<file path="config.mk">
export PLATFORM = sky130hd
export DESIGN_NAME = cwsf_fifo
export DESIGN_NICKNAME = d
export VERILOG_FILES = /design/src/hdl/cwsf_pkg.sv /design/src/hdl/cwsf_fifo.sv
export SDC_FILE = /design/constraint.sdc
export NUM_CORES = 1
export LEC_CHECK = 0
export ABC_AREA = 0
export BUFFER_PORTS_ARGS = -buffer_cell sky130_fd_sc_hd__buf_2
export CAP_MARGIN = 10
export CORE_AREA = 2 2 210 212
export DETAILED_ROUTE_END_ITERATION = 7
export DIE_AREA = 0 0 212 214
export GPL_TIMING_DRIVEN = 0
export PLACE_DENSITY = 0.8
export REMOVE_ABC_BUFFERS = 1
export SETUP_SLACK_MARGIN = 0.02
export SLEW_MARGIN = 20
export SYNTH_ARGS = -nofsm -noshare
export SYNTH_HDL_FRONTEND = slang
export SYNTH_SLANG_ARGS = --single-unit
</file>
<file path="constraint.sdc">
create_clock -name clk -period 9.5 [get_ports clk]
set_clock_uncertainty 0.2 [all_clocks]
set_input_delay 2.375 -clock clk [delete_from_list [all_inputs] [get_ports clk]]
set_output_delay 2.375 -clock clk [all_outputs]
set_load 0.05 [all_outputs]
</file>
<file path="src/hdl/cwsf_pkg.sv">
// cwsf_pkg: shared constants, types and the exponential step table for the
// circular wall force unit. No dependencies.
package cwsf_pkg;

  localparam int FRAC_BITS = 16;
  localparam int TAG_WIDTH = 16;
  localparam int POS_W     = 32;
  localparam int REG_W     = 31;
  localparam int CFG_IDX_W = 8;
  localparam int CFG_DAT_W = 32;
  localparam int ROOT_W    = 32;
  localparam int DMAG_W    = 33;
  localparam int FIFO_DEPTH = 4;

  // register indexes on the configuration port
  localparam logic [CFG_IDX_W-1:0] REG_WALL_RADIUS  = CFG_IDX_W'(0);
  localparam logic [CFG_IDX_W-1:0] REG_STIFFNESS    = CFG_IDX_W'(1);
  localparam logic [CFG_IDX_W-1:0] REG_DECAY_LENGTH = CFG_IDX_W'(2);

  localparam logic [REG_W-1:0] WALL_RADIUS_RST  = REG_W'(100 << FRAC_BITS);
  localparam logic [REG_W-1:0] STIFFNESS_RST    = REG_W'(1 << FRAC_BITS);
  localparam logic [REG_W-1:0] DECAY_LENGTH_RST = REG_W'(1 << FRAC_BITS);

  // fault codes
  localparam logic [1:0] FAULT_NONE = 2'd0;
  localparam logic [1:0] FAULT_ZERO = 2'd1;
  localparam logic [1:0] FAULT_SAT  = 2'd2;

  // round(2^30 * exp(-2^(k-24)))
  function automatic logic [29:0] exp_tab(input logic [4:0] k);
    logic [29:0] v;
    case (k)
      5'd0:  v = 30'd1073741760;
      5'd1:  v = 30'd1073741696;
      5'd2:  v = 30'd1073741568;
      5'd3:  v = 30'd1073741312;
      5'd4:  v = 30'd1073740800;
      5'd5:  v = 30'd1073739776;
      5'd6:  v = 30'd1073737728;
      5'd7:  v = 30'd1073733632;
      5'd8:  v = 30'd1073725440;
      5'd9:  v = 30'd1073709056;
      5'd10: v = 30'd1073676290;
      5'd11: v = 30'd1073610760;
      5'd12: v = 30'd1073479712;
      5'd13: v = 30'd1073217664;
      5'd14: v = 30'd1072693760;
      5'd15: v = 30'd1071646719;
      5'd16: v = 30'd1069555701;
      5'd17: v = 30'd1065385899;
      5'd18: v = 30'd1057095000;
      5'd19: v = 30'd1040706261;
      5'd20: v = 30'd1008687096;
      5'd21: v = 30'd947573834;
      5'd22: v = 30'd836230972;
      5'd23: v = 30'd651257337;
      5'd24: v = 30'd395007542;
      5'd25: v = 30'd145315154;
      5'd26: v = 30'd19666268;
      5'd27: v = 30'd360200;
      5'd28: v = 30'd121;
      default: v = '0;
    endcase
    return v;
  endfunction

  // classified particle handed from the front end to the force pipeline
  typedef struct packed {
    logic [TAG_WIDTH-1:0]    tag;
    logic signed [POS_W-1:0] pos_x;
    logic signed [POS_W-1:0] pos_y;
    logic [ROOT_W-1:0]       root_dist;
    logic                    zero;
    logic                    in_zone;
    logic [DMAG_W-1:0]       d_mag;
  } front_item_t;

endpackage

</file>
<file path="src/hdl/cwsf_fifo.sv">
// cwsf_fifo: short queue of classified particles between front end and
// force pipeline. Depends on cwsf_pkg.
module cwsf_fifo import cwsf_pkg::*; (
  input  logic        clk,
  input  logic        rst_n,
  input  logic        push_valid,
  output logic        push_ready,
  input  front_item_t push_item,
  output logic        pop_valid,
  input  logic        pop_ready,
  output front_item_t pop_item
);

  localparam int PW = $clog2(FIFO_DEPTH);

  front_item_t       mem_r [0:FIFO_DEPTH-1];
  logic [PW-1:0]     wr_ptr_r, rd_ptr_r;
  logic [PW:0]       count_r;
  logic              push, pop;

  assign push_ready = count_r != (PW+1)'(FIFO_DEPTH);
  assign pop_valid  = count_r != '0;
  assign pop_item   = mem_r[rd_ptr_r];
  assign push       = push_valid && push_ready;
  assign pop        = pop_valid && pop_ready;

  always_ff @(posedge clk) begin
    if (!rst_n) begin
      wr_ptr_r <= '0;
      rd_ptr_r <= '0;
      count_r  <= '0;
    end else begin
      if (push) wr_ptr_r <= wr_ptr_r + PW'(1);
      if (pop)  rd_ptr_r <= rd_ptr_r + PW'(1);
      if (push && !pop)      count_r <= count_r + (PW+1)'(1);
      else if (pop && !push) count_r <= count_r - (PW+1)'(1);
    end
  end

  always_ff @(posedge clk) begin
    if (push) begin
      mem_r[wr_ptr_r] <= push_item;
    end
  end

endmodule

</file>
**Yosys cells after proc, flatten, opt, wreduce, memory -nomap -nowiden**

Memory sizes are Yosys's and may differ from the RTL's. A register that Yosys moved wholly into a read port is not among the register bits.
Index checks and enable logic that the tools add are counted.

- Bits in registers: 7
- Memory bits (writable): 588
- Output and inout port bits: 149
- Word-level logic and storage cells: 23
- Memories: 1

- $add $sub $neg: 4
- Equality and inequality tests: 1
- Muxes and demuxes: 6
- Reductions and logical operators: 8

Memories:

| memory | words | bits a word | read ports | clocked after Yosys merged registers in | wr ports | RTL line | source |
|---|---|---|---|---|---|---|---|
| mem_r | 4 | 147 | 1 | 1 | 1 | cwsf_fifo.sv:16 | `front_item_t mem_r [0:FIFO_DEPTH-1];` |

Operators with widths:

| operator | number |
|---|---|
| two-way mux 3 bit | 2 |
| adder 2 x 1 -> 2 bit, second input constant | 2 |
| logical AND 1 bit | 4 |
| two-way mux 2 bit | 2 |
| adder 3 x 1 -> 3 bit, second input constant | 1 |
| inequality test 3 bit, second input constant | 1 |
| nonzero test 3 bit | 1 |
| subtractor 3 x 1 -> 3 bit, second input constant | 1 |
| logical NOT 1 bit | 2 |
| two-way mux 1 bit | 2 |
| nonzero test 2 bit | 1 |

**Logic depth before layout (Yosys ltp)**

- Depth after elaboration: 6
- Mapped depth: 8

**Worst setup path after synthesis**

OpenSTA, ideal clock, no wires.

- Path type: input -> register
- From: in push_valid
- To: mem mem_r[0][0] (netlist name), enable pin
- Library setup time: 0.524 ns
- Arrival time: 6.063 ns
- Setup slack: 2.713 ns
- Stages: 2
- Cells stage by stage: a21boi_2 -> and2_1

- Cells in the longest elaborated chain, start to end: 3

Ends and longest elaborated chain:

| what | RTL line | source |
|---|---|---|
| start: declaration | cwsf_fifo.sv:6 | `input logic push_valid,` |
| logical AND 1 bit | cwsf_fifo.sv:24 | `assign push = push_valid && push_ready;` |
| two-way mux 1 bit | cwsf_fifo.sv:41 | `if (push) begin` |
| two-way mux 1 bit (not written as such) | cwsf_fifo.sv:42 | `mem_r[wr_ptr_r] <= push_item;` |
| end: declaration | cwsf_fifo.sv:16 |  |

No other way between the ends.

==> key figures <==
Outcome
  – Status: complete, no violations

Synth
  – Yosys cell types: 25
  – Cell count after synthesis: 816
  – Yosys warning count: 0
  – Post-synthesis sequential area ratio: 81.70%
  – Syn_area_per_cell: 26.76 um2
  – Cell area after synthesis: 0.02183 mm2
  – Yosys reg bits: 597

Routing
  – Vias per cell: 5.416
  – Via count: 9743
  – Initial drt markers: 544
  – DRC viols: 0
  – 1st-pass router iterations: 4
  – Total wire length: 40920 um
  – Avg WL per Cell: 22.75 um
  – DRT antenna net count: 0

Global routing
  – Met3 Usage GRT: 5.542%
  – Total Routing Usage GR: 18.40%
  – Initial antenna violation count: 9
  – Largest net degree at the start of global routing: 48
  – Gr ovfl total: 0
  – First-pass GRT wire length: 62070 um
  – Grt peak-use layer: met2
  – Met1 GRT Util: 22.85%
  – GRT met2 Usage: 30.08%
  – Vias in the first global route: 10.40k

CTS
  – Hold Buf Count CTS: 0
  – Sink Count: 597
  – Setup Buffers After CTS: 0
  – # resized after CTS: 0
  – Root Driver: clkbuf_16
  – Bufs on Longest Clock Path: 3
  – Num CTS Buffers: 59
  – CTS H-tree depth: 2
  – CTS tree: yes
  – Clock Latency Late Sink: 0.59 ns
  – Clock transition at the registers of the reported paths: 0.06 ns

Pwr
  – Pwr Density: 310.3 mW/mm2
  – Leak: 8.669 nW
  – Final Power: 8.091 mW
  – Peak VDD IR: 0.0001885 V

Layout
  – Share of layout cells above drive strength 1: 45.99%
  – Final std cell area, no fill: 0.02607 mm2
  – Non-filler cells, final: 1799
  – Layout area overhead: 19.41%
  – Total area of sequential cells: 0.01784 mm2
  – Fillers: 2942
  – Multi-input gate area: 0.003600 mm2
  – Final #Nets: 1321

Job
  – Max_cap viols: 0

Setup path
  – Worst r2r dst: count_r[2]
  – Max FO, Critical Path: 35
  – CP startpoint kind: register
  – R2r worst-path depth: 8
  – Critical path capture point type: output pin
  – FF-to-FF setup slack: 6.95 ns
  – WP data required: 6.93 ns
  – Critical Path AT: 2.80 ns
  – Critical path type: register to output pin
  – Reg-to-Reg Start: count_r[0]
  – Crit path capture: pop_item[5]

Placed design
  – Detailed Place HPWL: 25130 um
  – Post-DP Area: 0.02417 mm2
  – Pre-CTS WS: 4.646 ns
  – GPL Wtd Cong: 0.7291
  – IO buf count: 299
  – Placed Instances: 1688

Die
  – Core Area: 0.04289 mm2
  – Die ar.: 0.04537 mm2
  – Initial core utilization: 50.91%
  – Die Ht: 214 um
  – I/O pin count: 300
  – Die X: 212 um
  – Rows: 76

Timing
  – Unrepaired setup endpoints after global routing: false
  – Final setup violation count: 0
  – Slew Limit Fails: 0
  – Worst-margin pin slew: 0.6162 ns
  – Max Clk Rate: 0.1859 GHz
  – Max_slew headroom: 58.92%
  – Final period utilization: 56.63%
  – Hold Vio Cnt, Final: 0
  – Hold slack: 0.3026 ns
  – Minimum clock period: 5.380 ns
  – Final WS setup: 4.120 ns

Worst hold path
  – Hold crit path type: register to register
[state kept, by name, summed over array words and instances (netlist names), named ones only]
signal    flops
rd_ptr_r      2
count_r       3
wr_ptr_r      2
mem_r       588
[per-layer routing]
layer,share of wire (%),wire length [um]
met1,38,15370
met4,3.3,1365
met5,0.13,55
met3,7.5,3065
met2,51,21070
[power breakdown]
part / total [mW] / switching (mW) / internal, mW
clock: 2.25 / 0.912 / 1.33
sequential: 3.30 / 0.109 / 3.20
combinational: 2.54 / 1.74 / 0.798
total: 8.09 / 2.76 / 5.33
[area by class of cell]
type	instances	share of cell area (%)
multi-input cells	182	13.81
clock inverters	29	1.161
diodes	5	0.04799
inverters	3	0.04319
flip-flops and latches	597	68.45
repair buffers	321	7.602
clock buffers	77	6.085
well taps	585	2.808
[cell usage in the layout, fill, tap and decap left out, drive strengths merged, types with 4 or more instances in the layout]
cell type / count
and2: 8
buf: 321
bufinv: 6
clkbuf: 77
clkinv: 19
dfxtp: 9
diode: 5
edfxtp: 588
ha: 5
inv: 4
mux4: 147
nand2: 5
[logic make-up (layout without fill, tap and decap cells)]
kind of cell	count (synthesis)	in the layout	synth area share [%]
fa+ha+maj	6	6	0.3782
buf+inv	37	430	1.862
compound gates	5	5	0.1834
xor+xnor	4	4	0.1605
mux	150	150	15.30
simple gates	17	17	0.4183
flops	597	597	81.70
other cells	0	5	0
[cells in the mapped netlist, drive strengths merged]
library cell  count  area [um2]
inv               3       11.26
nor2              1       3.750
or3               2       12.51
xor2              1       8.760
and2              8       50.05
nor2b             1       6.260
mux4            147        3311
o311ai            1       8.760
edfxtp          588       17660
buf              31       384.1
dfxtp             9       180.2
nand2             5       18.77
ha                5       62.56
fa                1       20.02
clkbuf            3       11.26
o31ai             1       7.510
o21ai             1       5.000
mux2i             3       30.03
a21boi            2       18.77
xnor2             3       26.28
[worst min-delay path by stage]
stage                 from          end  slack, ns  depth (start not counted)
2_1_floorplan  wr_ptr_r[1]  wr_ptr_r[1]       0.27                          2
3_3_place_gp   wr_ptr_r[1]  wr_ptr_r[1]       0.28                          2
3_5_place_dp   wr_ptr_r[1]  wr_ptr_r[1]       0.29                          2
4_1_cts        wr_ptr_r[1]  wr_ptr_r[1]       0.30                          2
5_1_grt        wr_ptr_r[1]  wr_ptr_r[1]       0.34                          2
6_report       wr_ptr_r[1]  wr_ptr_r[1]       0.30                          2
[critical path, cell delays in order, from the launching register on]
cell	delay, ns
dfxtp_4	0.73
buf_16	0.31
buf_16	0.30
mux4_2	0.58
buf_2	0.24
[per-stage QoR]
step	TNS, ns	util [%]
2_1_floorplan	-12.74	-
3_5_place_dp	0	56.36
6_report	0	60.79
5_1_grt	0	60.79
3_3_place_gp	-540.06	55.18
4_1_cts	0	60.76
No activity file was read; power rests on OpenSTA's default activity.
